### config.mk
export PLATFORM = sky130hd
export DESIGN_NAME = fvn_blend
export DESIGN_NICKNAME = d
export VERILOG_FILES = /design/src/hw/rtl/fvn_pkg.sv /design/src/hw/rtl/fvn_blend.sv
export SDC_FILE = /design/constraint.sdc
export NUM_CORES = 2
export LEC_CHECK = 0
export ABC_AREA = 1
export BUFFER_PORTS_ARGS = -buffer_cell sky130_fd_sc_hd__buf_2
export CAP_MARGIN = 30
export CORE_AREA = 2 2 258 260
export CTS_BUF_LIST = sky130_fd_sc_hd__clkbuf_4
export CTS_CLUSTER_SIZE = 14
export DETAILED_ROUTE_END_ITERATION = 16
export DIE_AREA = 0 0 260 262
export GPL_TIMING_DRIVEN = 0
export PLACE_DENSITY = 0.7
export SYNTH_ARGS = -nofsm -noshare
export SYNTH_HDL_FRONTEND = slang
export SYNTH_SLANG_ARGS = --single-unit
### constraint.sdc
create_clock -name i_clk -period 17.94 [get_ports i_clk]
set_input_delay 0 -clock i_clk [delete_from_list [all_inputs] [get_ports i_clk]]
set_output_delay 0 -clock i_clk [all_outputs]
set_load 0.05 [all_outputs]
### src/hw/rtl/fvn_pkg.sv
`default_nettype none

package fvn_pkg;

    // pipeline stage numbering
    localparam int NSTG     = 15;
    localparam int ST_DIV   = 0;   // reciprocal multiply for the cell index
    localparam int ST_REM   = 1;   // remainder, cell, next cell, blend weight
    localparam int ST_H1    = 2;   // first hash multiply
    localparam int ST_H2    = 3;   // second hash multiply
    localparam int ST_UNIT  = 4;   // 16-bit hash to Q24 unit value
    localparam int ST_DIFF  = 5;   // b - a
    localparam int ST_PROD  = 6;   // (b - a) * s
    localparam int ST_OCT   = 7;   // octave value
    localparam int ST_WGT   = 8;   // octave weights
    localparam int ST_SUM   = 9;   // weighted sum, round, clamp
    localparam int ST_SQ    = 10;  // t * t
    localparam int ST_CUBE  = 11;  // t2 * (3 - 2t)
    localparam int ST_SHAPE = 12;  // round, clamp
    localparam int ST_SCALE = 13;  // * 2000
    localparam int ST_OUT   = 14;  // + 900, output register

    localparam int NOCT   = 3;
    localparam int OCT_FINE   = 0;
    localparam int OCT_MEDIUM = 1;
    localparam int OCT_BROAD  = 2;

    localparam logic [24:0] ONE_Q24 = 25'd16777216;

    localparam logic [31:0] HASH_K1 = 32'd2654435761;
    localparam logic [31:0] HASH_K2 = 32'h9E3779B9;
    localparam logic [31:0] HASH_K3 = 32'd2246822519;
    localparam logic [31:0] HASH_K4 = 32'd3266489917;

    // floor(n * M / 2^k) == floor(n / d) for every 31-bit n
    localparam logic [31:0] DIV7_MAGIC  = 32'd2454267027;  // k = 34
    localparam logic [31:0] DIV23_MAGIC = 32'd2987803337;  // k = 36

    localparam logic [23:0] W_BROAD  = 24'd10401874;
    localparam logic [23:0] W_MEDIUM = 24'd4362076;
    localparam logic [23:0] W_FINE   = 24'd2013266;

    localparam logic [23:0] BASE_Q12   = 24'd3686400;
    localparam logic [23:0] HEIGHT_MAX = 24'd11878400;
    localparam logic [10:0] SPAN       = 11'd2000;

    function automatic logic [31:0] hash_salt(input logic [31:0] salt);
        logic [31:0] x;
        x = salt + HASH_K2;
        return x * HASH_K3;
    endfunction

    localparam logic [31:0] HS_FINE   = hash_salt(32'd11);
    localparam logic [31:0] HS_MEDIUM = hash_salt(32'd23);
    localparam logic [31:0] HS_BROAD  = hash_salt(32'd47);
    localparam logic [NOCT-1:0][31:0] SALT_MIX = {HS_BROAD, HS_MEDIUM, HS_FINE};

    // smoothstep in Q24; only ever evaluated on constants (table build)
    function automatic logic [24:0] smooth_q24(input logic [63:0] t);
        logic [63:0] t2;
        logic [63:0] k;
        logic [63:0] s;
        t2 = (t * t + 64'd8388608) >> 24;
        k  = 64'd50331648 - (t << 1);
        s  = (t2 * k + 64'd8388608) >> 24;
        if (s > 64'd16777216) begin
            s = 64'd16777216;
        end
        return s[24:0];
    endfunction

    // blend weight from the position inside the cell, per period
    function automatic logic [24:0] s_lut2(input logic r);
        logic [24:0] s;
        s = '0;
        for (int i = 0; i < 2; i++) begin
            if (r == 1'(i)) begin
                s = smooth_q24((64'(i) * 64'd16777216 + 64'd1) / 64'd2);
            end
        end
        return s;
    endfunction

    function automatic logic [24:0] s_lut7(input logic [2:0] r);
        logic [24:0] s;
        s = '0;
        for (int i = 0; i < 7; i++) begin
            if (r == 3'(i)) begin
                s = smooth_q24((64'(i) * 64'd16777216 + 64'd3) / 64'd7);
            end
        end
        return s;
    endfunction

    function automatic logic [24:0] s_lut23(input logic [4:0] r);
        logic [24:0] s;
        s = '0;
        for (int i = 0; i < 23; i++) begin
            if (r == 5'(i)) begin
                s = smooth_q24((64'(i) * 64'd16777216 + 64'd11) / 64'd23);
            end
        end
        return s;
    endfunction

endpackage

`default_nettype wire

### src/hw/rtl/fvn_blend.sv
`default_nettype none

module fvn_blend import fvn_pkg::*; (
    input  wire logic        i_clk,
    input  wire logic [2:0]  i_en,
    input  wire logic [24:0] i_a,
    input  wire logic [24:0] i_b,
    input  wire logic [24:0] i_s,
    output logic [24:0]      o_oct
);

    // a*(1-s) + b*s == a + (b-a)*s, rounded
    logic signed [25:0] r_diff;
    logic [24:0]        r_a;
    logic [24:0]        r_s;
    logic signed [51:0] r_prod;
    logic [24:0]        r_a2;
    logic [27:0]        osum;

    always_ff @(posedge i_clk) begin
        if (i_en[0]) begin
            r_diff <= signed'({1'b0, i_b}) - signed'({1'b0, i_a});
            r_a    <= i_a;
            r_s    <= i_s;
        end
    end

    always_ff @(posedge i_clk) begin
        if (i_en[1]) begin
            r_prod <= 52'(r_diff) * 52'(signed'({1'b0, r_s}));
            r_a2   <= r_a;
        end
    end

    assign osum = 28'(r_a2) + 28'(r_prod[51:24]) + 28'(r_prod[23]);

    always_ff @(posedge i_clk) begin
        if (i_en[2]) begin
            o_oct <= osum[24:0];
        end
    end

endmodule

`default_nettype wire

## After elaboration in Yosys (flattened, before gate mapping)

Cells that the tools add are included.

- Register bits after elaboration: 175
- Input port bits: 79
- Output and inout port bits: 25

- Add/subtract/negate cells: 3
- Multiply operators: 1

Operators with widths:

| cell | number |
|---|---|
| multiplier 26 x 26 -> 49 bit | 1 |
| subtractor 25 x 25 -> 26 bit | 1 |
| adder 25 x 1 -> 25 bit | 1 |
| adder 25 bit | 1 |

## Longest topological paths before layout

- Word-level depth: 2
- Gate-level depth with buffers: 32
- Mapped depth without buffers: 30

## Worst setup path before layout

No wires, ideal clock.

- Path type: flip-flop to flip-flop
- Start point: register r_s[3]
- End point: register r_prod[48], data pin
- Library setup time: 0.253 ns
- Arrival time: 6.153 ns
- Slack: 11.534 ns
- Stages on the path, launching flop included: 28
- Buffers on the path: 2
- Cells stage by stage: edfxtp_1 clkbuf_1 clkbuf_1 nand2_1 inv_1 fa_1 fa_1 inv_1 fa_1 inv_1 fa_1 fa_1 fa_1 inv_1 fa_1 inv_1 ha_1 nand2_1 nor2_1 nand2_1 inv_1 nand2_1 inv_1 nand2_1 a21oi_1 nor2_1 nand2_1 nand2_1

- Word-level cells in the longest chain between the ends: 1

Ends and longest elaborated chain:

| item | RTL line | source |
|---|---|---|
| start, declared | fvn_blend.sv:15 | `logic [24:0] r_s;` |
| start signal, assigned | fvn_blend.sv:24 | `r_s <= i_s;` |
| multiplier 26 x 26 -> 49 bit | fvn_blend.sv:30 | `r_prod <= 52'(r_diff) * 52'(signed'({1'b0, r_s}));` |
| end signal, assigned | fvn_blend.sv:30 |  |
| end, declared | fvn_blend.sv:16 | `logic signed [51:0] r_prod;` |

No other way between the ends.
A chain may end at the register's enable or synchronous reset.

## Worst setup path after layout

- Start point: register r_s[4]
- End point: register r_prod[46], data pin

The elaborated chain is that of the path after synthesis.

==> summary.txt <==
Route
  – Residual DRC: 0
  – Routed wl met3: 9989 um
  – Antenna-violating nets left: 0
  – First-pass detailed-route iteration total: 8
  – WL per Instance: 20.00 um
  – Via count: 26690
  – 1st-iter DRT viols: 2727
  – M1 wire length: 40470 um
  – Top Layer Used: met5
  – Routed vias/inst: 5.180
  – DR WL met2: 46640 um
  – Final WL: 103000 um

Clocking
  – Clk_lat worst skew: 0.78 ns
  – CTS tree: done
  – Maximum level of the CTS H-tree: 4
  – Clock-pin slew on the worst setup and hold paths: 0.15 ns
  – Postcts setup bufs: 0
  – Hold_buf cts: 130
  – TritonCTS Sinks: 152
  – Post-CTS Resized: 0
  – Clock Path Buffers: 2
  – TritonCTS Buffers: 17
  – Root buf cell: clkbuf_4

Min path
  – Hold path start: i_a[1]
  – Hold Path End: r_a[1]
  – Hold Crit Class: input port to register
  – Hold Path Depth: 2

Finish
  – Most frequent cells in the layout: inv_1 (1306), nand2_1 (976), fa_1 (660), ha_1 (186), edfxtp_1 (152)
  – Synth-to-layout area growth: 10.22%
  – Share of cells above drive strength 1: 0.03385
  – Nets: 5196
  – Leading cell type in the layout, fill and taps excluded: inv_1

STA
  – Skew final: 0.06850 ns
  – Tightest Pin Transition: 1.110 ns
  – Final setup viols: 0
  – Period utilisation layout: 0.4621
  – Slew headroom: 0.2598
  – F_max: 120.6 MHz
  – Period minus WS final: 8.291 ns
  – Final-report max-slew violation count: 0
  – Setup tns final: 0 ns
  – RSZ-0062 raised after global routing: false
  – Final Hold Viols: 0

Die
  – Die Width: 260 um
  – Die Height: 262 um
  – Core area: 0.06528 mm^2
  – Initial core utilization: 0.4961
  – Num rows: 94
  – Area of the die: 0.06812 mm^2
  – I/O pin cnt: 104

Placed design
  – Placed wire-length estimate: 86400 um
  – RD Place Congestion: 0.9936
  – PortBufs: 103

Logic synthesis
  – Dominant synthesized flop cell: edfxtp_1
  – Syn avg cell area: 8.066 um^2
  – Sequential share of the synthesized area: 0.1409
  – Mapped Area: 0.03238 mm^2
  – Yosys cell types: 31
  – Async S/R FF share, synth: 0
  – Post-synth EDFFs: 152
  – YS warnings: 0
  – Post-Syn Nets: 4940
  – Synth Register Bits: 152
  – Cell count after synthesis: 4015

GRT
  – Global Route Usage Sum: 0.3146
  – Initial antenna violation count: 3
  – First-pass GRT wire length: 158100 um
  – GR Overflow Total: 0
  – Vias in the first global route: 27420
  – Largest net degree at the start of global routing: 60

Setup path
  – CP Data Required Time: 18.43 ns
  – Crit Path Category: register to register
  – Worst r2r path cells: 23
  – Worst Setup Start Kind: register
  – Worst reg2reg startpoint: r_s[4]
  – CP endpoint kind: register
  – R2R Path End: r_prod[46]
  – Highest net fanout along the worst path: 10
  – Setup slack, reg-to-reg: 9.65 ns
  – Worst path arrival time: 8.78 ns

Flow run
  – Max-cap viol count: 0

Outcome
  – Status: complete, no violations
## synth_stat cells, drive strengths merged, types with 24 or more instances
| cell type | count | area [um^2] |
|---|---|---|
| nand2 | 977 | 3670 |
| edfxtp | 152 | 4564 |
| nand3 | 71 | 355.3 |
| nand4 | 24 | 150.1 |
| xor2 | 44 | 385.4 |
| ha | 186 | 2327 |
| clkbuf | 148 | 555.5 |
| nor2 | 150 | 565.6 |
| o21ai | 73 | 369.1 |
| inv | 1306 | 4902 |
| a21oi | 127 | 635.6 |
| fa | 660 | 13210 |
## metrics by stage
step                worst slack [ns]  area (um^2)  instances  utilization  hold slack, ns
finish                         9.649        35700       5153       0.5468         0.07988
global route                   9.404        35690       5150       0.5467         0.05586
CTS                            9.804        35680       5148       0.5467        0.001040
detailed placement             9.767        34090       4986       0.5222          0.1781
global placement               9.839        33980       4982       0.5206          0.1759
floorplan                      11.53        32380       4015            -         0.09887
## worst max path at each step
| stage | start | endpoint | cells past startpoint | slack [ns] |
|---|---|---|---|---|
| 2_1_floorplan | r_s[3] | r_prod[48] | 27 | 11.53 |
| 3_3_place_gp | r_s[3] | r_prod[48] | 27 | 9.84 |
| 3_5_place_dp | r_s[4] | r_prod[48] | 27 | 9.77 |
| 4_1_cts | r_s[4] | r_prod[48] | 27 | 9.80 |
| 5_1_grt | r_s[4] | r_prod[45] | 23 | 9.40 |
| 6_report | r_s[4] | r_prod[46] | 23 | 9.65 |
## per-layer routing
metal | track usage | vias up
li1 | - | 11920
met3 | 0.06134 | 279
met4 | 0.1592 | 2
met5 | 0 | -
met1 | 0.4120 | 13100
met2 | 0.5015 | 1391
## kinds of logic after synthesis
| family | count (synthesis) | share of synthesized area |
|---|---|---|
| AO/OA/AOI/OAI | 243 | 0.04099 |
| buffers and inverters | 1456 | 0.1689 |
| AND/OR/NAND/NOR | 1252 | 0.1515 |
| XOR/XNOR | 66 | 0.01785 |
| adder cells (fa/ha/maj) | 846 | 0.4799 |
| flip-flops | 152 | 0.1409 |
## sequential cells by signal, summed over array words and instances (netlist names)
name / count
o_oct: 25
r_a: 25
r_a2: 25
r_diff: 26
r_prod: 26
r_s: 25
## worst max-delay path, stage by stage (launching register included)
cell	delay, ns
edfxtp_1	0.35
clkbuf_1	0.59
clkbuf_1	0.81
nand2_1	0.12
inv_1	0.11
fa_1	0.52
fa_1	0.64
inv_1	0.23
fa_1	0.77
inv_1	0.29
fa_1	0.53
fa_1	0.53
fa_1	0.49
inv_1	0.05
fa_1	0.48
inv_1	0.04
ha_1	0.40
nand2_1	0.12
nor2_1	0.26
nand2_1	0.15
nor2_1	0.18
nand3_1	0.18
nand4_1	0.14
nand2_1	0.07
## final cells by class
cell class	count	area, um^2
Clock inverter	14	160.2
Fill cell	6021	29580
Inverter	1306	4902
Tap cell	864	1081
Sequential cell	152	4564
Timing Repair Buffer	237	1922
Clock buffer	18	135.1
Multi-Input combinational cell	2407	22350
Antenna cell	5	12.51
Buffer	150	568.0
Power is not shown: default switching activity piles up to over one toggle a cycle in this logic, so the estimate is an artifact.
