## src/hw/rtl/fvn_pkg.sv

```systemverilog
`default_nettype none

package fvn_pkg;

    // pipeline stage numbering
    localparam int NSTG     = 15;
    localparam int ST_DIV   = 0;   // reciprocal multiply for the cell index
    localparam int ST_REM   = 1;   // remainder, cell, next cell, blend weight
    localparam int ST_H1    = 2;   // first hash multiply
    localparam int ST_H2    = 3;   // second hash multiply
    localparam int ST_UNIT  = 4;   // 16-bit hash to Q24 unit value
    localparam int ST_DIFF  = 5;   // b - a
    localparam int ST_PROD  = 6;   // (b - a) * s
    localparam int ST_OCT   = 7;   // octave value
    localparam int ST_WGT   = 8;   // octave weights
    localparam int ST_SUM   = 9;   // weighted sum, round, clamp
    localparam int ST_SQ    = 10;  // t * t
    localparam int ST_CUBE  = 11;  // t2 * (3 - 2t)
    localparam int ST_SHAPE = 12;  // round, clamp
    localparam int ST_SCALE = 13;  // * 2000
    localparam int ST_OUT   = 14;  // + 900, output register

    localparam int NOCT   = 3;
    localparam int OCT_FINE   = 0;
    localparam int OCT_MEDIUM = 1;
    localparam int OCT_BROAD  = 2;

    localparam logic [24:0] ONE_Q24 = 25'd16777216;

    localparam logic [31:0] HASH_K1 = 32'd2654435761;
    localparam logic [31:0] HASH_K2 = 32'h9E3779B9;
    localparam logic [31:0] HASH_K3 = 32'd2246822519;
    localparam logic [31:0] HASH_K4 = 32'd3266489917;

    // floor(n * M / 2^k) == floor(n / d) for every 31-bit n
    localparam logic [31:0] DIV7_MAGIC  = 32'd2454267027;  // k = 34
    localparam logic [31:0] DIV23_MAGIC = 32'd2987803337;  // k = 36

    localparam logic [23:0] W_BROAD  = 24'd10401874;
    localparam logic [23:0] W_MEDIUM = 24'd4362076;
    localparam logic [23:0] W_FINE   = 24'd2013266;

    localparam logic [23:0] BASE_Q12   = 24'd3686400;
    localparam logic [23:0] HEIGHT_MAX = 24'd11878400;
    localparam logic [10:0] SPAN       = 11'd2000;

    function automatic logic [31:0] hash_salt(input logic [31:0] salt);
        logic [31:0] x;
        x = salt + HASH_K2;
        return x * HASH_K3;
    endfunction

    localparam logic [31:0] HS_FINE   = hash_salt(32'd11);
    localparam logic [31:0] HS_MEDIUM = hash_salt(32'd23);
    localparam logic [31:0] HS_BROAD  = hash_salt(32'd47);
    localparam logic [NOCT-1:0][31:0] SALT_MIX = {HS_BROAD, HS_MEDIUM, HS_FINE};

    // smoothstep in Q24; only ever evaluated on constants (table build)
    function automatic logic [24:0] smooth_q24(input logic [63:0] t);
        logic [63:0] t2;
        logic [63:0] k;
        logic [63:0] s;
        t2 = (t * t + 64'd8388608) >> 24;
        k  = 64'd50331648 - (t << 1);
        s  = (t2 * k + 64'd8388608) >> 24;
        if (s > 64'd16777216) begin
            s = 64'd16777216;
        end
        return s[24:0];
    endfunction

    // blend weight from the position inside the cell, per period
    function automatic logic [24:0] s_lut2(input logic r);
        logic [24:0] s;
        s = '0;
        for (int i = 0; i < 2; i++) begin
            if (r == 1'(i)) begin
                s = smooth_q24((64'(i) * 64'd16777216 + 64'd1) / 64'd2);
            end
        end
        return s;
    endfunction

    function automatic logic [24:0] s_lut7(input logic [2:0] r);
        logic [24:0] s;
        s = '0;
        for (int i = 0; i < 7; i++) begin
            if (r == 3'(i)) begin
                s = smooth_q24((64'(i) * 64'd16777216 + 64'd3) / 64'd7);
            end
        end
        return s;
    endfunction

    function automatic logic [24:0] s_lut23(input logic [4:0] r);
        logic [24:0] s;
        s = '0;
        for (int i = 0; i < 23; i++) begin
            if (r == 5'(i)) begin
                s = smooth_q24((64'(i) * 64'd16777216 + 64'd11) / 64'd23);
            end
        end
        return s;
    endfunction

endpackage

`default_nettype wire

```

## src/hw/rtl/fvn_celldiv.sv

```systemverilog
`default_nettype none

module fvn_celldiv import fvn_pkg::*; (
    input  wire logic                   i_clk,
    input  wire logic [1:0]             i_en,
    input  wire logic signed [31:0]     i_index,
    output logic [NOCT-1:0][31:0]       o_cell,
    output logic [NOCT-1:0][31:0]       o_next,
    output logic [NOCT-1:0][24:0]       o_s
);

    // negative index: floor(x/d) = ~floor(~x/d), remainder mirrored
    logic [30:0] mag;
    logic [62:0] prod7;
    logic [62:0] prod23;

    logic        r_neg;
    logic [4:0]  r_mlo;
    logic [29:0] r_q2;
    logic [28:0] r_q7;
    logic [26:0] r_q23;

    assign mag    = i_index[31] ? ~i_index[30:0] : i_index[30:0];
    assign prod7  = 63'(mag) * 63'(DIV7_MAGIC);
    assign prod23 = 63'(mag) * 63'(DIV23_MAGIC);

    always_ff @(posedge i_clk) begin
        if (i_en[0]) begin
            r_neg <= i_index[31];
            r_mlo <= mag[4:0];
            r_q2  <= mag[30:1];
            r_q7  <= prod7[62:34];
            r_q23 <= prod23[62:36];
        end
    end

    logic [4:0]  rm7;
    logic [4:0]  rm23;
    logic        r2;
    logic [2:0]  r7;
    logic [4:0]  r23;
    logic [31:0] qx2;
    logic [31:0] qx7;
    logic [31:0] qx23;

    // remainder is below 32, so low bits suffice
    assign rm7  = r_mlo - 5'(r_q7[4:0] * 5'd7);
    assign rm23 = r_mlo - 5'(r_q23[4:0] * 5'd23);
    assign r2   = r_neg ? ~r_mlo[0] : r_mlo[0];
    assign r7   = r_neg ? (3'd6 - rm7[2:0]) : rm7[2:0];
    assign r23  = r_neg ? (5'd22 - rm23) : rm23;
    assign qx2  = {2'b00, r_q2};
    assign qx7  = {3'b000, r_q7};
    assign qx23 = {5'b00000, r_q23};

    always_ff @(posedge i_clk) begin
        if (i_en[1]) begin
            o_cell[OCT_FINE]   <= r_neg ? ~qx2  : qx2;
            o_cell[OCT_MEDIUM] <= r_neg ? ~qx7  : qx7;
            o_cell[OCT_BROAD]  <= r_neg ? ~qx23 : qx23;
            o_next[OCT_FINE]   <= r_neg ? (32'd0 - qx2)  : (qx2 + 32'd1);
            o_next[OCT_MEDIUM] <= r_neg ? (32'd0 - qx7)  : (qx7 + 32'd1);
            o_next[OCT_BROAD]  <= r_neg ? (32'd0 - qx23) : (qx23 + 32'd1);
            o_s[OCT_FINE]      <= s_lut2(r2);
            o_s[OCT_MEDIUM]    <= s_lut7(r7);
            o_s[OCT_BROAD]     <= s_lut23(r23);
        end
    end

endmodule

`default_nettype wire

```

## config.mk

```make
export PLATFORM = sky130hd
export DESIGN_NAME = fvn_celldiv
export DESIGN_NICKNAME = d
export VERILOG_FILES = /design/src/hw/rtl/fvn_pkg.sv /design/src/hw/rtl/fvn_celldiv.sv
export SDC_FILE = /design/constraint.sdc
export NUM_CORES = 2
export LEC_CHECK = 0
export BUFFER_PORTS_ARGS = -buffer_cell sky130_fd_sc_hd__clkbuf_2
export CORE_MARGIN = 2
export CORE_UTILIZATION = 48
export DETAILED_ROUTE_END_ITERATION = 10
export GPL_ROUTABILITY_DRIVEN = 1
export HOLD_SLACK_MARGIN = 0.05
export PLACE_DENSITY = 0.66
export REMOVE_ABC_BUFFERS = 1
export SYNTH_ARGS = -nofsm -noshare
export SYNTH_HDL_FRONTEND = slang
export SYNTH_SLANG_ARGS = --single-unit
```

## constraint.sdc

```tcl
create_clock -name i_clk -period 8.5 [get_ports i_clk]
set_input_delay 0.425 -clock i_clk [delete_from_list [all_inputs] [get_ports i_clk]]
set_output_delay 0.425 -clock i_clk [all_outputs]
set_load 0.02 [all_outputs]
```

# [After elaboration in Yosys (flattened, before gate mapping)]
# Cells that the tools add are included.
[classes] n_lt_le_gt_ge=0 bitwise=5 n_eq_ne=28 n_mul=4 reduce_logical=10 n_addsub=10 div_mod_pow=0 mux=37 shift=0
[ops] operator="two-way mux 24 bit" n=13
[ops] operator="multiplier 31 x 32 -> 63 bit, second input constant" n=2
[ops] operator="two-way mux 23 bit" n=5
[ops] operator="two-way mux 32 bit" n=3
[ops] operator="two-way mux 22 bit" n=3
[ops] operator="two-way mux 21 bit" n=2
[ops] operator="== test 5 x 4 -> 1 bit, second input constant" n=8
[ops] operator="two-way mux 20 bit" n=2
[ops] operator="== test 5 bit, second input constant" n=7
[ops] operator="inverter 27 -> 32 bit" n=1
[ops] operator="inverter 29 -> 32 bit" n=1
[ops] operator="inverter 30 -> 32 bit" n=1
[ops] operator="adder 30 x 1 -> 31 bit, second input constant" n=1
[ops] operator="two-way mux 31 bit" n=1
[ops] operator="inverter 31 bit" n=1
[ops] operator="subtractor 1 x 30 -> 31 bit, first input constant" n=1
[ops] operator="adder 29 x 1 -> 30 bit, second input constant" n=1
[ops] operator="two-way mux 30 bit" n=1
[ops] operator="subtractor 1 x 29 -> 30 bit, first input constant" n=1
[ops] operator="two-way mux 29 bit" n=1
[ops] operator="adder 27 x 1 -> 28 bit, second input constant" n=1
[ops] operator="subtractor 1 x 27 -> 28 bit, first input constant" n=1
[ops] operator="two-way mux 27 bit" n=1
[ops] operator="OR reduction 21 bit" n=1
[ops] operator="other kinds (24)" n=34
[word_totals] mem_bits_ro=0 register_bits=359 latchBits=0 out_inout_bits=267 ram_bits=0 mem_count=0 inputBits=35 wordCells=121

# [Depth between registers and ports, before layout]
[depth] depth_word=26 mapped_depth=31 ltp_nobuf=29

# [Least setup slack after synthesis]
# No wires, ideal clock.
[synth_path] path_kind="input -> register" from="input i_index[31]" to="register r_q23[21], data pin" arrival_time_ns=7.595 stages=28 required_time_ns=8.243 n_path_buf=2 path_slack_ns=0.648 setup_time_ns=0.257 path_cell_list="clkbuf_1 -> buf_1 -> xor2_1 -> ha_1 -> ha_1 -> inv_1 -> fa_1 -> inv_1 -> fa_1 -> inv_1 -> fa_1 -> inv_1 -> fa_1 -> inv_1 -> fa_1 -> fa_1 -> inv_1 -> ha_1 -> and3_1 -> a211oi_1 -> o21ba_2 -> o21ai_0 -> a21bo_2 -> o211ai_1 -> o311a_1 -> a21o_1 -> a21o_1 -> xor2_1"
[synth_between] elab_chain_len=2
[synth_rtl] item="start, declared" line_no="fvn_celldiv.sv:6" text="input wire logic signed [31:0] i_index,"
[synth_rtl] item="two-way mux 31 bit" line_no="fvn_celldiv.sv:23" text="assign mag = i_index[31] ? ~i_index[30:0] : i_index[30:0];"
[synth_rtl] item="named net mag[27]" line_no="fvn_celldiv.sv:13" text="logic [30:0] mag;"
[synth_rtl] item="multiplier 31 x 32 -> 63 bit" line_no="fvn_celldiv.sv:25" text="assign prod23 = 63'(mag) * 63'(DIV23_MAGIC);"
[synth_rtl] item="named net prod23[57]" line_no="fvn_celldiv.sv:15" text="logic [62:0] prod23;"
[synth_rtl] item="end signal, assigned" line_no="fvn_celldiv.sv:33" text="r_q23 <= prod23[62:36];"
[synth_rtl] item="end, declared" line_no="fvn_celldiv.sv:21" text="logic [26:0] r_q23;"
# The timed path passes the listed nets, and every way through them passes these cells.
# A chain may end at the register's enable or synchronous reset.

# [Final worst setup path]
[layout_path] from="input i_index[31]" to="register r_q7[23], data pin"
[layout_between] elab_chain_len=2
[layout_rtl] item="two-way mux 31 bit" line_no="fvn_celldiv.sv:23"
[layout_rtl] item="named net mag[11]" line_no="fvn_celldiv.sv:13"
[layout_rtl] item="multiplier 31 x 32 -> 63 bit" line_no="fvn_celldiv.sv:24" text="assign prod7 = 63'(mag) * 63'(DIV7_MAGIC);"
[layout_rtl] item="named net prod7[57]" line_no="fvn_celldiv.sv:14" text="logic [62:0] prod7;"
[layout_rtl] item="end signal, assigned" line_no="fvn_celldiv.sv:32" text="r_q7 <= prod7[62:34];"
[layout_rtl] item="end, declared" line_no="fvn_celldiv.sv:20" text="logic [28:0] r_q7;"
# The timed path passes the listed nets, and every way through them passes these cells.

==> out/results.ini <==
[status]
status=completed

[clocking]
path_clk_slew_ns=0.08
clk_latency_ns=0.59
cts_buffers=30
cts_sinks=302
htree_levels=1
cts_resized=0
clockBufferDepth=3
cts_tree=done
post-cts-setup-buffer-count=0
holdBufCountCts=0
root_buffer=clkbuf_16

[job]
maxCapViolCount=0

[sta]
min_period_over_period_pct=91.1
worst_pin_slew_ns=1.02
fmax_ghz=0.129
clock_skew_ns=0.0201
slew-limit-headroom_pct=32.2
finalSetupTns_ns=0
fin_crit_ns=7.75
finalMaxSlewViolations=0
hold_viol_final=0
finalSetupViolations=0
rsz0062_at_grt=no

[synthesis]
synth-xor-area-share_pct=6.79
synth_area_leaders=edfxtp_1 26%, fa_1 24%, ha_1 21%, inv_1 7.9%, xor2_1 4.6%
synth_top_family_by_area=adder cells
yosys_most_used_dff=edfxtp_1
ys_seq_area_share_pct=25.7
synth-warning-count=0
synth_top_area_cell=edfxtp_1
netlist_area_um2=35300
synth_top_area_share_pct=25.7
synth_compound_area_share_pct=6.93
synthArstFlopShare_pct=0
synth-adder-area-share_pct=44.8
yosysUniqueCellTypes=67
netlist_instances=3294
synth.avg_cell_area_um2=10.7
synth_simple_gate_area_share_pct=5.63
synth-edff-count=302
synthMuxAreaShare_pct=0.202
synth-seq-cells=302
yosysMostFrequentCell=inv_1
ys_top_cells_by_count=747 x inv_1, 601 x ha_1, 415 x fa_1, 302 x edfxtp_1, 186 x xor2_1

[setup_path]
cp-start-kind=input pin
endpoint_kind=flop
cpPeakStageDelay_ns=0.65
cp_top_family=adder cells
critPathArrivalTime_ns=8.07
r2r.worst_path.cells=13
worst_r2r_endpoint=o_s[58]
cp_max_fo=14
rr_startpoint=r_mlo[2]
critical_path_buf_inv_count=8
r2r_slack_ns=3.38
worst_ep_required_time_ns=8.83
crit_type=in -> reg
crit_path_top_delay_cell=or4b_2

[worst_hold_path]
min_to=r_q2[14]
hp-class=in -> reg
hold_depth=2
worstHoldStart=i_index[15]

[floorplan]
die_h_um=275
pin_count=302
initial_core_util_pct=48.4
num_rows=99
die_w_um=275
die_area_um2=75800
core_area_um2=73000

[cells_and_area]
drive_gt1_share_pct=12.0
fin_util_pct=53.4
syn_to_final_growth_pct=10.3
nFillCells=6490
multi_input_area_um2=22800
ff_latch_area_um2=9070
final_nets=4630

[global_routing]
antenna_found_initial=1
gr-total-overflow=0
track_usage_pct=23.5
grt_pass1_wl_um=137000
grt_pass1_vias=24300
grt_max_degree=85

[detailed_routing]
avgViaCountPerCell=5.25
drc=0
dr.pass1.iters=6
vias=24000
drt_iter0_drc=1762
antenna_left=0
wl_per_cell_um=18.9
wirelength_um=86500

[placed_design]
gp_congestion=0.959
dp_hpwl_um=74300
portBuffers=275

[area by class of cell]
cell class,instances,area share [%]
Multi-Input combinational cell,2134,58.6
Sequential cell,302,23.3
Inverter,749,7.22
Timing Repair Buffer,362,5.43
Tap cell,959,3.08
Clock buffer,32,2.00
Clock inverter,24,0.376
Antenna cell,1,0.00642
[metrics by stage]
step	instance area (um^2)	setup slack (ns)	cells	hold WS, ns
3_5_place_dp	38000	0.228	4506	0.652
4_1_cts	39000	0.791	4562	0.188
6_report	39000	0.755	4563	0.213
3_3_place_gp	38000	0.407	4506	0.647
2_1_floorplan	34700	-1.29	3185	0.524
5_1_grt	39000	0.342	4563	0.208
[cell usage in the layout (no fill, tap or decap), types with 7 or more instances in the layout]
master and count:
o21a_1 9, and2_1 8, and3_1 21, o22ai_1 14
inv_1 747, nor2_1 110, fa_1 415, or2_2 11
nor4_1 9, clkinv_1 11, a211oi_1 12, nor3_1 18
clkinv_2 10, conb_1 26, buf_4 82, edfxtp_1 302
a21o_1 38, a21oi_1 153, xor2_1 186, and4_1 8
clkbuf_16 31, ha_1 601, nand4_1 19, o211ai_1 12
nand2_1 106, clkbuf_2 273, a221oi_1 7, or4_1 13
o31ai_1 7, a31oi_1 14, o21ai_0 101, xnor2_1 85
nand2b_1 10, or3_1 22, a21boi_0 7, nor2b_1 10
nand3_1 33
[sequential cells by signal (all words and copies together), names as in the netlist]
register,count
r_mlo,4
r_q2,27
o_cell,87
r_q7,29
r_neg,1
o_next,92
o_s,35
r_q23,27
[cell families after synthesis]
kind of cell	count (synthesis)
mux	7
fa+ha+maj	1016
xor+xnor	273
flops	302
buf+inv	883
other cells	1
simple gates	405
compound gates	407
[routing by layer]
| metal | up-vias | global-route usage (%) | wire (um) |
|---|---|---|---|
| met1 | 11900 | 34.4 | 39400 |
| met4 | 0 | 4.34 | 1400 |
| li1 | 11300 | - | - |
| met2 | 680 | 37.9 | 40200 |
| met3 | 76 | 2.64 | 5380 |
| met5 | - | 0 | 0 |
[how the worst max path moves through the flow]
stage | start | slack [ns] | cells after the start | end
after floorplan | r_neg | -1.29 | 7 | o_s[66]
after global placement | i_index[31] | 0.41 | 27 | r_q23[26]
after detailed placement | i_index[31] | 0.23 | 27 | r_q7[23]
after CTS | i_index[31] | 0.79 | 27 | r_q7[23]
after global routing | i_index[31] | 0.34 | 29 | r_q23[26]
final | i_index[31] | 0.75 | 27 | r_q7[23]
Power is not shown: default switching activity piles up to over one toggle a cycle in this logic, so the estimate is an artifact.
