--- src/hw/rtl/fvn_pkg.sv ---
`default_nettype none

package fvn_pkg;

    // pipeline stage numbering
    localparam int NSTG     = 15;
    localparam int ST_DIV   = 0;   // reciprocal multiply for the cell index
    localparam int ST_REM   = 1;   // remainder, cell, next cell, blend weight
    localparam int ST_H1    = 2;   // first hash multiply
    localparam int ST_H2    = 3;   // second hash multiply
    localparam int ST_UNIT  = 4;   // 16-bit hash to Q24 unit value
    localparam int ST_DIFF  = 5;   // b - a
    localparam int ST_PROD  = 6;   // (b - a) * s
    localparam int ST_OCT   = 7;   // octave value
    localparam int ST_WGT   = 8;   // octave weights
    localparam int ST_SUM   = 9;   // weighted sum, round, clamp
    localparam int ST_SQ    = 10;  // t * t
    localparam int ST_CUBE  = 11;  // t2 * (3 - 2t)
    localparam int ST_SHAPE = 12;  // round, clamp
    localparam int ST_SCALE = 13;  // * 2000
    localparam int ST_OUT   = 14;  // + 900, output register

    localparam int NOCT   = 3;
    localparam int OCT_FINE   = 0;
    localparam int OCT_MEDIUM = 1;
    localparam int OCT_BROAD  = 2;

    localparam logic [24:0] ONE_Q24 = 25'd16777216;

    localparam logic [31:0] HASH_K1 = 32'd2654435761;
    localparam logic [31:0] HASH_K2 = 32'h9E3779B9;
    localparam logic [31:0] HASH_K3 = 32'd2246822519;
    localparam logic [31:0] HASH_K4 = 32'd3266489917;

    // floor(n * M / 2^k) == floor(n / d) for every 31-bit n
    localparam logic [31:0] DIV7_MAGIC  = 32'd2454267027;  // k = 34
    localparam logic [31:0] DIV23_MAGIC = 32'd2987803337;  // k = 36

    localparam logic [23:0] W_BROAD  = 24'd10401874;
    localparam logic [23:0] W_MEDIUM = 24'd4362076;
    localparam logic [23:0] W_FINE   = 24'd2013266;

    localparam logic [23:0] BASE_Q12   = 24'd3686400;
    localparam logic [23:0] HEIGHT_MAX = 24'd11878400;
    localparam logic [10:0] SPAN       = 11'd2000;

    function automatic logic [31:0] hash_salt(input logic [31:0] salt);
        logic [31:0] x;
        x = salt + HASH_K2;
        return x * HASH_K3;
    endfunction

    localparam logic [31:0] HS_FINE   = hash_salt(32'd11);
    localparam logic [31:0] HS_MEDIUM = hash_salt(32'd23);
    localparam logic [31:0] HS_BROAD  = hash_salt(32'd47);
    localparam logic [NOCT-1:0][31:0] SALT_MIX = {HS_BROAD, HS_MEDIUM, HS_FINE};

    // smoothstep in Q24; only ever evaluated on constants (table build)
    function automatic logic [24:0] smooth_q24(input logic [63:0] t);
        logic [63:0] t2;
        logic [63:0] k;
        logic [63:0] s;
        t2 = (t * t + 64'd8388608) >> 24;
        k  = 64'd50331648 - (t << 1);
        s  = (t2 * k + 64'd8388608) >> 24;
        if (s > 64'd16777216) begin
            s = 64'd16777216;
        end
        return s[24:0];
    endfunction

    // blend weight from the position inside the cell, per period
    function automatic logic [24:0] s_lut2(input logic r);
        logic [24:0] s;
        s = '0;
        for (int i = 0; i < 2; i++) begin
            if (r == 1'(i)) begin
                s = smooth_q24((64'(i) * 64'd16777216 + 64'd1) / 64'd2);
            end
        end
        return s;
    endfunction

    function automatic logic [24:0] s_lut7(input logic [2:0] r);
        logic [24:0] s;
        s = '0;
        for (int i = 0; i < 7; i++) begin
            if (r == 3'(i)) begin
                s = smooth_q24((64'(i) * 64'd16777216 + 64'd3) / 64'd7);
            end
        end
        return s;
    endfunction

    function automatic logic [24:0] s_lut23(input logic [4:0] r);
        logic [24:0] s;
        s = '0;
        for (int i = 0; i < 23; i++) begin
            if (r == 5'(i)) begin
                s = smooth_q24((64'(i) * 64'd16777216 + 64'd11) / 64'd23);
            end
        end
        return s;
    endfunction

endpackage

`default_nettype wire

--- src/hw/rtl/fvn_hash.sv ---
`default_nettype none

module fvn_hash import fvn_pkg::*; (
    input  wire logic        i_clk,
    input  wire logic [2:0]  i_en,
    input  wire logic [31:0] i_cell,
    input  wire logic [31:0] i_salt_mix,
    output logic [24:0]      o_unit
);

    logic [31:0] r_h1;
    logic [31:0] r_h2;
    logic [31:0] sh;
    logic [15:0] v;
    logic [24:0] x;
    logic [16:0] lo_sum;
    logic        carry;

    always_ff @(posedge i_clk) begin
        if (i_en[0]) begin
            r_h1 <= (i_cell * HASH_K1) ^ i_salt_mix;
        end
    end

    assign sh = r_h1 ^ (r_h1 >> 13);

    always_ff @(posedge i_clk) begin
        if (i_en[1]) begin
            r_h2 <= sh * HASH_K4;
        end
    end

    // (v * 2^24 + 32767) / 65535 = v*256 + x/65535, x = v*256 + 32767
    assign v      = r_h2[15:0] ^ r_h2[31:16];
    assign x      = 25'({v, 8'h00}) + 25'd32767;
    assign lo_sum = 17'(x[24:16]) + 17'(x[15:0]);
    assign carry  = (lo_sum >= 17'd65535);

    always_ff @(posedge i_clk) begin
        if (i_en[2]) begin
            o_unit <= 25'({v, 8'h00}) + 25'(x[24:16]) + 25'(carry);
        end
    end

endmodule

`default_nettype wire

--- config.mk ---
export PLATFORM = sky130hd
export DESIGN_NAME = fvn_hash
export DESIGN_NICKNAME = d
export VERILOG_FILES = /design/src/hw/rtl/fvn_pkg.sv /design/src/hw/rtl/fvn_hash.sv
export SDC_FILE = /design/constraint.sdc
export NUM_CORES = 1
export LEC_CHECK = 0
export BUFFER_PORTS_ARGS = -buffer_cell sky130_fd_sc_hd__buf_2
export CAP_MARGIN = 20
export CORE_ASPECT_RATIO = 0.5
export CORE_MARGIN = 3
export CORE_UTILIZATION = 45
export DETAILED_ROUTE_END_ITERATION = 7
export PLACE_DENSITY_LB_ADDON = 0.1
export SLEW_MARGIN = 10
export SYNTH_ARGS = -nofsm -noshare
export SYNTH_HDL_FRONTEND = slang
export SYNTH_SLANG_ARGS = --single-unit
--- constraint.sdc ---
create_clock -name i_clk -period 9.2 [get_ports i_clk]
set_clock_uncertainty 0.15 [all_clocks]
set_input_delay 0.92 -clock i_clk [delete_from_list [all_inputs] [get_ports i_clk]]
set_output_delay 0.92 -clock i_clk [all_outputs]
set_load 0.005 [all_outputs]
# After elaboration in Yosys (flattened, before gate mapping)
# Cells that the tools add are included.
# W data, S select, Z words.
dict set report totals {
  regBits 89
  output_inout_bits 25
  wordCells 13
}
dict set report classes {
  n_addsub 4
  mul 2
  order_cmp 1
  bitwise 3
}
# operator n
set ops {}
lappend ops {{$mul A32 B31 Y32 const B} 1}
lappend ops {{$mul A32 B32 Y32 const B} 1}
lappend ops {{$xor A32 B19 Y32} 1}
lappend ops {{$xor A32 B32 Y32} 1}
lappend ops {{$add A24 B15 Y25 const B} 1}
lappend ops {{$add A24 B9 Y25} 1}
lappend ops {{$add A25 B1 Y25} 1}
lappend ops {{$add A9 B16 Y17} 1}
lappend ops {{$ge A17 B16 Y1 const B} 1}
lappend ops {{$xor A16 B16 Y16} 1}

# Longest topological paths before layout
# Gate-level depths: netlist of the first run.
dict set report depth {
  word_depth 5
  mapped_depth 26
}

# Worst setup path after synthesis of the first run
# Ideal clock, no wire load.
dict set report synth_timing {
  path_type {input -> register}
  from {input i_cell[4]}
  to {register r_h1[31] (data pin)}
  setup_time_ns 0.260
  arrival_ns 7.023
  t_required_ns 8.790
  path_slack_ns 1.768
  path_stages 26
  n_path_buf 0
  path_cell_list {inv_1 -> fa_1 -> inv_1 -> fa_1 -> fa_1 -> inv_1 -> fa_1 -> inv_1 -> fa_1 -> inv_1 -> fa_1 -> inv_1 -> fa_1 -> inv_1 -> fa_1 -> inv_1 -> ha_1 -> o21a_1 -> o21a_1 -> o21ai_0 -> a21oi_1 -> o21ai_0 -> a21oi_1 -> a2111o_1 -> a21oi_1 -> xnor2_1}
}
dict set report synth_via {
  elab_chain_len 2
}
# element line
set synth_rtl {}
lappend synth_rtl {{from (decl)} fvn_hash.sv:6} ;# input wire logic [31:0] i_cell,
lappend synth_rtl {{$mul A32 B32 Y32} fvn_hash.sv:21} ;# r_h1 <= (i_cell * HASH_K1) ^ i_salt_mix;
lappend synth_rtl {{$xor A32 B32 Y32} fvn_hash.sv:21}
lappend synth_rtl {{to (signal assigned)} fvn_hash.sv:21}
lappend synth_rtl {{to (decl)} fvn_hash.sv:11} ;# logic [31:0] r_h1;
# Every way passes these cells.
# A chain may end at the register's enable or synchronous reset.

# Final worst setup path of the first run
dict set report layout_timing {
  from {input i_cell[2]}
  to {register r_h1[30] (data pin)}
}
# Same word-level chain as after synthesis.

==> impl_metrics.json, run 1 <==
{
  "status": "finished, final reports clean",
  "relSlewSlack_pct": 35.1,
  "yosys.area_share.adder_pct": 58.9,
  "portBuffers": 92,
  "drt_pass1_iterations": 5,
  "via_per_inst": 4.75,
  "synthFlopType": "edfxtp_1",
  "synthSimpleGateAreaFrac_pct": 3.39,
  "r2r_slack_ps": 1520,
  "synth.net_count": 3071,
  "synth-seq-area-share_pct": 11.9,
  "synth_top_area_share_pct": 36.7,
  "yosys_register_bits": 89,
  "fin_crit_sh_pct": 86.2,
  "hpwl_mm": 49.3,
  "fp.coreArea_mm2": 0.0490,
  "cts_setup_buffers": 0,
  "r2r-start": "r_h1[23]$_DFFE_PP_",
  "ant_nets": 0,
  "final_core_util_pct": 49.5,
  "grt_overflow_total": 0,
  "synth_area_mm2": 0.0225,
  "r2r_end": "r_h2[31]$_DFFE_PP_",
  "die_y_um": 164,
  "path_clk_slew_ps": 60,
  "synth_xor_area_share_pct": 8.26,
  "synth_top_family_by_area": "adder cells",
  "cts_buffers": 9,
  "worstPathArrival_ps": 7900,
  "synthMuxAreaShare_pct": 0,
  "first_iter_violations": 631,
  "synthArstFlopShare_pct": 0,
  "die_area_mm2": 0.0530,
  "io_pins": 93,
  "wl_per_cell_um": 18.4,
  "antenna_found_initial": 0,
  "grt_use_total_pct": 22.0,
  "cp.required_ps": 9170,
  "syn2layout_area_growth_pct": 7.51,
  "routed_wirelength_mm": 54.4,
  "cts_tree": "done",
  "slew_violations": 0,
  "grt_pass1_vias": 15500,
  "synth_area_leaders": "fa_1 (37%), ha_1 (22%), inv_1 (13%)",
  "grt_max_degree": 33,
  "avgSynthCellArea_um2": 10.3,
  "critPathKind": "input pin to flip-flop",
  "endpoint": "r_h1[30]$_DFFE_PP_",
  "rsz0062_at_grt": "no",
  "cts_resized": 0,
  "hold_buffers": 0,
  "vias": 14100,
  "hold_path_class": "flip-flop to flip-flop",
  "grt_pass1_wl_mm": 87.7,
  "synth_top_cell_by_area": "fa_1",
  "clock-sinks": 89,
  "nets": 3189,
  "cts_max_level": 3,
  "startpoint": "i_cell[2]",
  "rr_worst_depth": 23,
  "diodes": 0,
  "yosys_warnings": 0,
  "tightest_slew_ps": 965,
  "initial_core_util_pct": 46.0,
  "place.gp.congestion": 0.919,
  "num_rows": 57,
  "insertion_delay_ps": 380,
  "synth-compound-area-share_pct": 4.82,
  "setup_viol": 0,
  "synth_cell_types": 62,
  "start_kind": "input pin",
  "synth_edf_count": 89,
  "drc": 0,
  "cts_root_buffer": "clkbuf_16",
  "dieWidth_um": 323,
  "clockBufferDepth": 2,
  "max_freq_ghz": 0.126,
  "maxCapViolCount": 0,
  "syn_inst": 2189,
  "fin_tns_setup_ps": 0,
  "end_kind": "flip-flop",
  "period_needed_ps": 7930,
  "path_max_fanout": 10,
  "drive_above_1_share_pct": 6.14,
  "final_hold_viol_count": 0
}
-- layout by cell type (no fill, tap or decap), drive strengths merged, types with 6 or more instances in the layout --
| master | Yosys | layout |
|---|---|---|
| o21ai | 30 | 30 |
| xor2 | 69 | 69 |
| and3 | 10 | 10 |
| edfxtp | 89 | 89 |
| inv | 762 | 764 |
| xnor2 | 141 | 141 |
| buf | 1 | 110 |
| a21oi | 48 | 48 |
| o21bai | 7 | 7 |
| a21o | 23 | 23 |
| ha | 401 | 401 |
| nand4 | 6 | 6 |
| nand2 | 35 | 35 |
| nor3 | 14 | 14 |
| nor2 | 31 | 31 |
| nand3 | 17 | 17 |
| o21a | 8 | 8 |
| clkbuf | 2 | 10 |
| fa | 413 | 413 |
| a211oi | 6 | 6 |
-- state kept, by name, indices dropped and copies added, names as in the netlist --
signal  cells
r_h1       32
o_unit     25
r_h2       32
-- area by class of cell --
type,instances,area [um2]
Clock inverter,6,65.1
Fill cell,4673,24800
Tap cell,649,812
Multi-Input combinational cell,1335,17000
Clock buffer,10,229
Inverter,762,2860
Timing Repair Buffer,110,596
Sequential cell,89,2670
-- per-stage QoR --
step / instance area [um2] / hold slack, ps / worst slack, ps / cells
after floorplan: 22500 / 510 / 1770 / 2189
after global placement: 23900 / 563 / 908 / 2945
after detailed placement: 23900 / 568 / 816 / 2945
after CTS: 24200 / 584 / 1200 / 2961
after global routing: 24200 / 643 / 789 / 2961
final: 24200 / 586 / 1270 / 2961
-- Yosys cell counts (2+ instances only) --
master,count
a211o_1,4
a211oi_1,6
a21o_1,22
a21oi_1,48
a2bb2oi_1,2
a31o_2,3
a31oi_1,4
a41oi_1,3
and2_1,4
and3_1,9
and4_1,4
edfxtp_1,89
fa_1,413
ha_1,401
inv_1,762
nand2_1,35
nand2b_1,5
nand3_1,16
nand4_1,6
nor2_1,31
nor2b_1,3
nor3_1,13
nor3b_1,3
nor4_1,5
o211ai_1,5
o21a_1,8
o21ai_0,28
o21bai_1,7
o311ai_0,2
o31a_1,2
or2_2,4
or4_1,4
xnor2_1,141
xor2_1,69
-- worst min path at each step --
stage | slack (ps) | cells past startpoint | startpoint | end
2_1_floorplan | 510 | 1 | r_h1[1]$_DFFE_PP_ | r_h2[1]$_DFFE_PP_
3_3_place_gp | 560 | 2 | r_h2[6]$_DFFE_PP_ | o_unit[14]$_DFFE_PP_
3_5_place_dp | 570 | 2 | r_h2[6]$_DFFE_PP_ | o_unit[14]$_DFFE_PP_
4_1_cts | 580 | 2 | r_h2[6]$_DFFE_PP_ | o_unit[14]$_DFFE_PP_
5_1_grt | 640 | 2 | r_h2[6]$_DFFE_PP_ | o_unit[14]$_DFFE_PP_
6_report | 590 | 2 | r_h2[6]$_DFFE_PP_ | o_unit[14]$_DFFE_PP_
-- worst max-delay path, stage by stage --
cell and delay (ps):
buf_2 270, inv_1 140, fa_1 550, inv_1 100
fa_1 440, fa_1 550, inv_1 50, fa_1 530
inv_1 40, ha_1 290, ha_1 320, fa_1 540
inv_1 50, fa_1 530, inv_1 50, ha_1 360
nand2_1 80, a21o_1 150, a31o_2 220, a311oi_1 480
o221ai_1 330, o21a_1 290, o21ai_0 330, and4_1 230
nor3_1 50
-- layer usage --
| layer | wire length, um | GRT usage, % | vias to the layer above |
|---|---|---|---|
| met1 | 25700 | 30.3 | 6946 |
| met4 | 814 | 4.11 | 0 |
| met2 | 26500 | 38.6 | 216 |
| met5 | 0 | 0 | - |
| li1 | - | - | 6866 |
| met3 | 1350 | 1.86 | 40 |
-- kinds of logic after synthesis --
group / after synthesis
AO/OA/AOI/OAI: 162
XOR/XNOR: 211
adder cells (fa/ha/maj): 814
buffers and inverters: 765
flip-flops: 89
AND/OR/NAND/NOR: 148
Power of run 1 is left out: the tool's default activity adds up to more than one toggle a clock period on the data nets, which glitch-free logic cannot reach.
==> inputs of run 2 (changes only) <==
--- a/config.mk
+++ b/config.mk
@@ -7,7 +7,6 @@
 export LEC_CHECK = 0
 export BUFFER_PORTS_ARGS = -buffer_cell sky130_fd_sc_hd__buf_2
 export CAP_MARGIN = 20
-export CORE_ASPECT_RATIO = 0.5
 export CORE_MARGIN = 3
 export CORE_UTILIZATION = 45
 export DETAILED_ROUTE_END_ITERATION = 7
==> run 2 against run 1 <==
  * Routed wire length rose by 7.0%
  * Worst hold slack improved by 44 ps
  * Critical endpoint unchanged
  * Flip-flop and latch count did not move
  * Worst setup slack got worse by 120 ps
  * Fmax fell by 1.5%
  * Final cell count rose by 0.64%
  * Critical path depth did not move
==> impl_metrics.json, run 2 (synthesis results as in run 1) <==
{
  "cts_resized": 0,
  "maxCapViolCount": 0,
  "cts_tree": "done",
  "grt_max_degree": 33,
  "cts_max_level": 3,
  "routed_wirelength_mm": 58.2,
  "fin_crit_sh_pct": 87.6,
  "die_y_um": 230,
  "status": "finished, final reports clean",
  "num_rows": 81,
  "dieWidth_um": 230,
  "critPathKind": "input pin to flip-flop",
  "initial_core_util_pct": 45.8,
  "multiInputGateArea_mm2": 0.0170,
  "slew_violations": 0,
  "drt_pass1_iterations": 4,
  "path_clk_slew_ps": 80,
  "diodes": 0,
  "ant_nets": 0,
  "layout_commonest_cell": "inv_1",
  "place_area_mm2": 0.0240,
  "first_iter_violations": 602,
  "grt_pass1_vias": 16300,
  "wl_per_cell_um": 19.5,
  "rsz0062_at_grt": "no",
  "max_freq_ghz": 0.124,
  "start_kind": "input pin",
  "grt_use_total_pct": 23.1,
  "hold_buffers": 0,
  "worstPathArrival_ps": 8010,
  "insertion_delay_ps": 370,
  "end_kind": "flip-flop",
  "cp.required_ps": 9150,
  "final_cell_area_mm2": 0.0243,
  "final_cell_mix": "inv_1 (762), fa_1 (413), ha_1 (401), xnor2_1 (141), buf_2 (92)",
  "rr_worst_depth": 23,
  "place.gp.congestion": 0.940,
  "hold_depth": 2,
  "clock-sinks": 89,
  "fp.coreArea_mm2": 0.0493,
  "path_max_fanout": 10,
  "io_pins": 93,
  "antenna_found_initial": 2,
  "grt_overflow_total": 0,
  "via_per_inst": 4.85,
  "hpwl_mm": 52.8,
  "tightest_slew_ps": 947,
  "final_core_util_pct": 49.3,
  "hold_path_class": "flip-flop to flip-flop",
  "final_hold_viol_count": 0,
  "vias": 14500,
  "syn2layout_area_growth_pct": 7.75,
  "cts_buffers": 9,
  "drive_above_1_share_pct": 6.39,
  "regArea_mm2": 0.00267,
  "die_area_mm2": 0.0528,
  "cts_setup_buffers": 0,
  "relSlewSlack_pct": 36.4,
  "portBuffers": 92,
  "grt_pass1_wl_mm": 91.7,
  "fin_tns_setup_ps": 0,
  "top_regs": "r_h1: 32 flops, r_h2: 32 flops, o_unit: 25 flops",
  "cts_root_buffer": "clkbuf_16",
  "clockBufferDepth": 2,
  "period_needed_ps": 8050,
  "drc": 0,
  "setup_viol": 0,
  "fill_cells": 4772,
  "nets": 3193
}
-- run 2: changes by cell type in the layout (fill, tap and decap cells not counted), sizes merged --
| cell | change |
|---|---|
| clkinvlp | -1 |
| bufinv | -1 |
| clkinv | +1 |
| inv | +2 |
| buf | +3 |
-- run 2: stage by stage --
stage          hold slack [ps]  setup WS [ps]  cells
3_5_place_dp               591            725   2963
2_1_floorplan              510           1770   2189
4_1_cts                    638           1100   2979
5_1_grt                    660            810   2980
6_report                   629           1150   2980
3_3_place_gp               587            802   2963
-- run 2: final timing paths --
| path | from | to | slack [ps] |
|---|---|---|---|
| max | i_cell[2] | r_h1[30]$_DFFE_PP_ | 1150 |
| min | r_h2[3]$_DFFE_PP_ | o_unit[11]$_DFFE_PP_ | 630 |
| max reg2reg | r_h1[22]$_DFFE_PP_ | r_h2[31]$_DFFE_PP_ | 1330 |
| min reg2reg | r_h2[3]$_DFFE_PP_ | o_unit[11]$_DFFE_PP_ | 630 |
-- run 2: routing by layer --
metal	up-vias	routed length [um]	global-route usage, %
met5	-	24	0
met4	4	1950	7.37
met3	72	1550	1.93
met2	227	30400	42.0
met1	7274	24300	29.1
li1	6880	-	-
-- run 2: layout make-up --
type / instances / area share (%)
Inverter: 762 / 11.8
Sequential cell: 89 / 11.0
Clock buffer: 9 / 0.927
Tap cell: 664 / 3.42
Clock inverter: 7 / 0.335
Multi-Input combinational cell: 1335 / 70.0
Timing Repair Buffer: 114 / 2.58
-- run 2: worst max-delay path, stage by stage --
cell and delay, ps:
buf_2 270, inv_1 150, fa_1 550, inv_1 90
fa_1 440, fa_1 550, inv_1 60, fa_1 530
inv_1 50, ha_1 290, ha_1 320, fa_1 530
inv_1 50, fa_1 530, inv_1 40, ha_1 360
nand2_1 70, a21o_1 150, a31o_2 220, a311oi_1 530
o221ai_1 400, o21a_1 300, o21ai_0 310, and4_1 240
nor3_1 50
Power of run 2 is left out for the same reason.
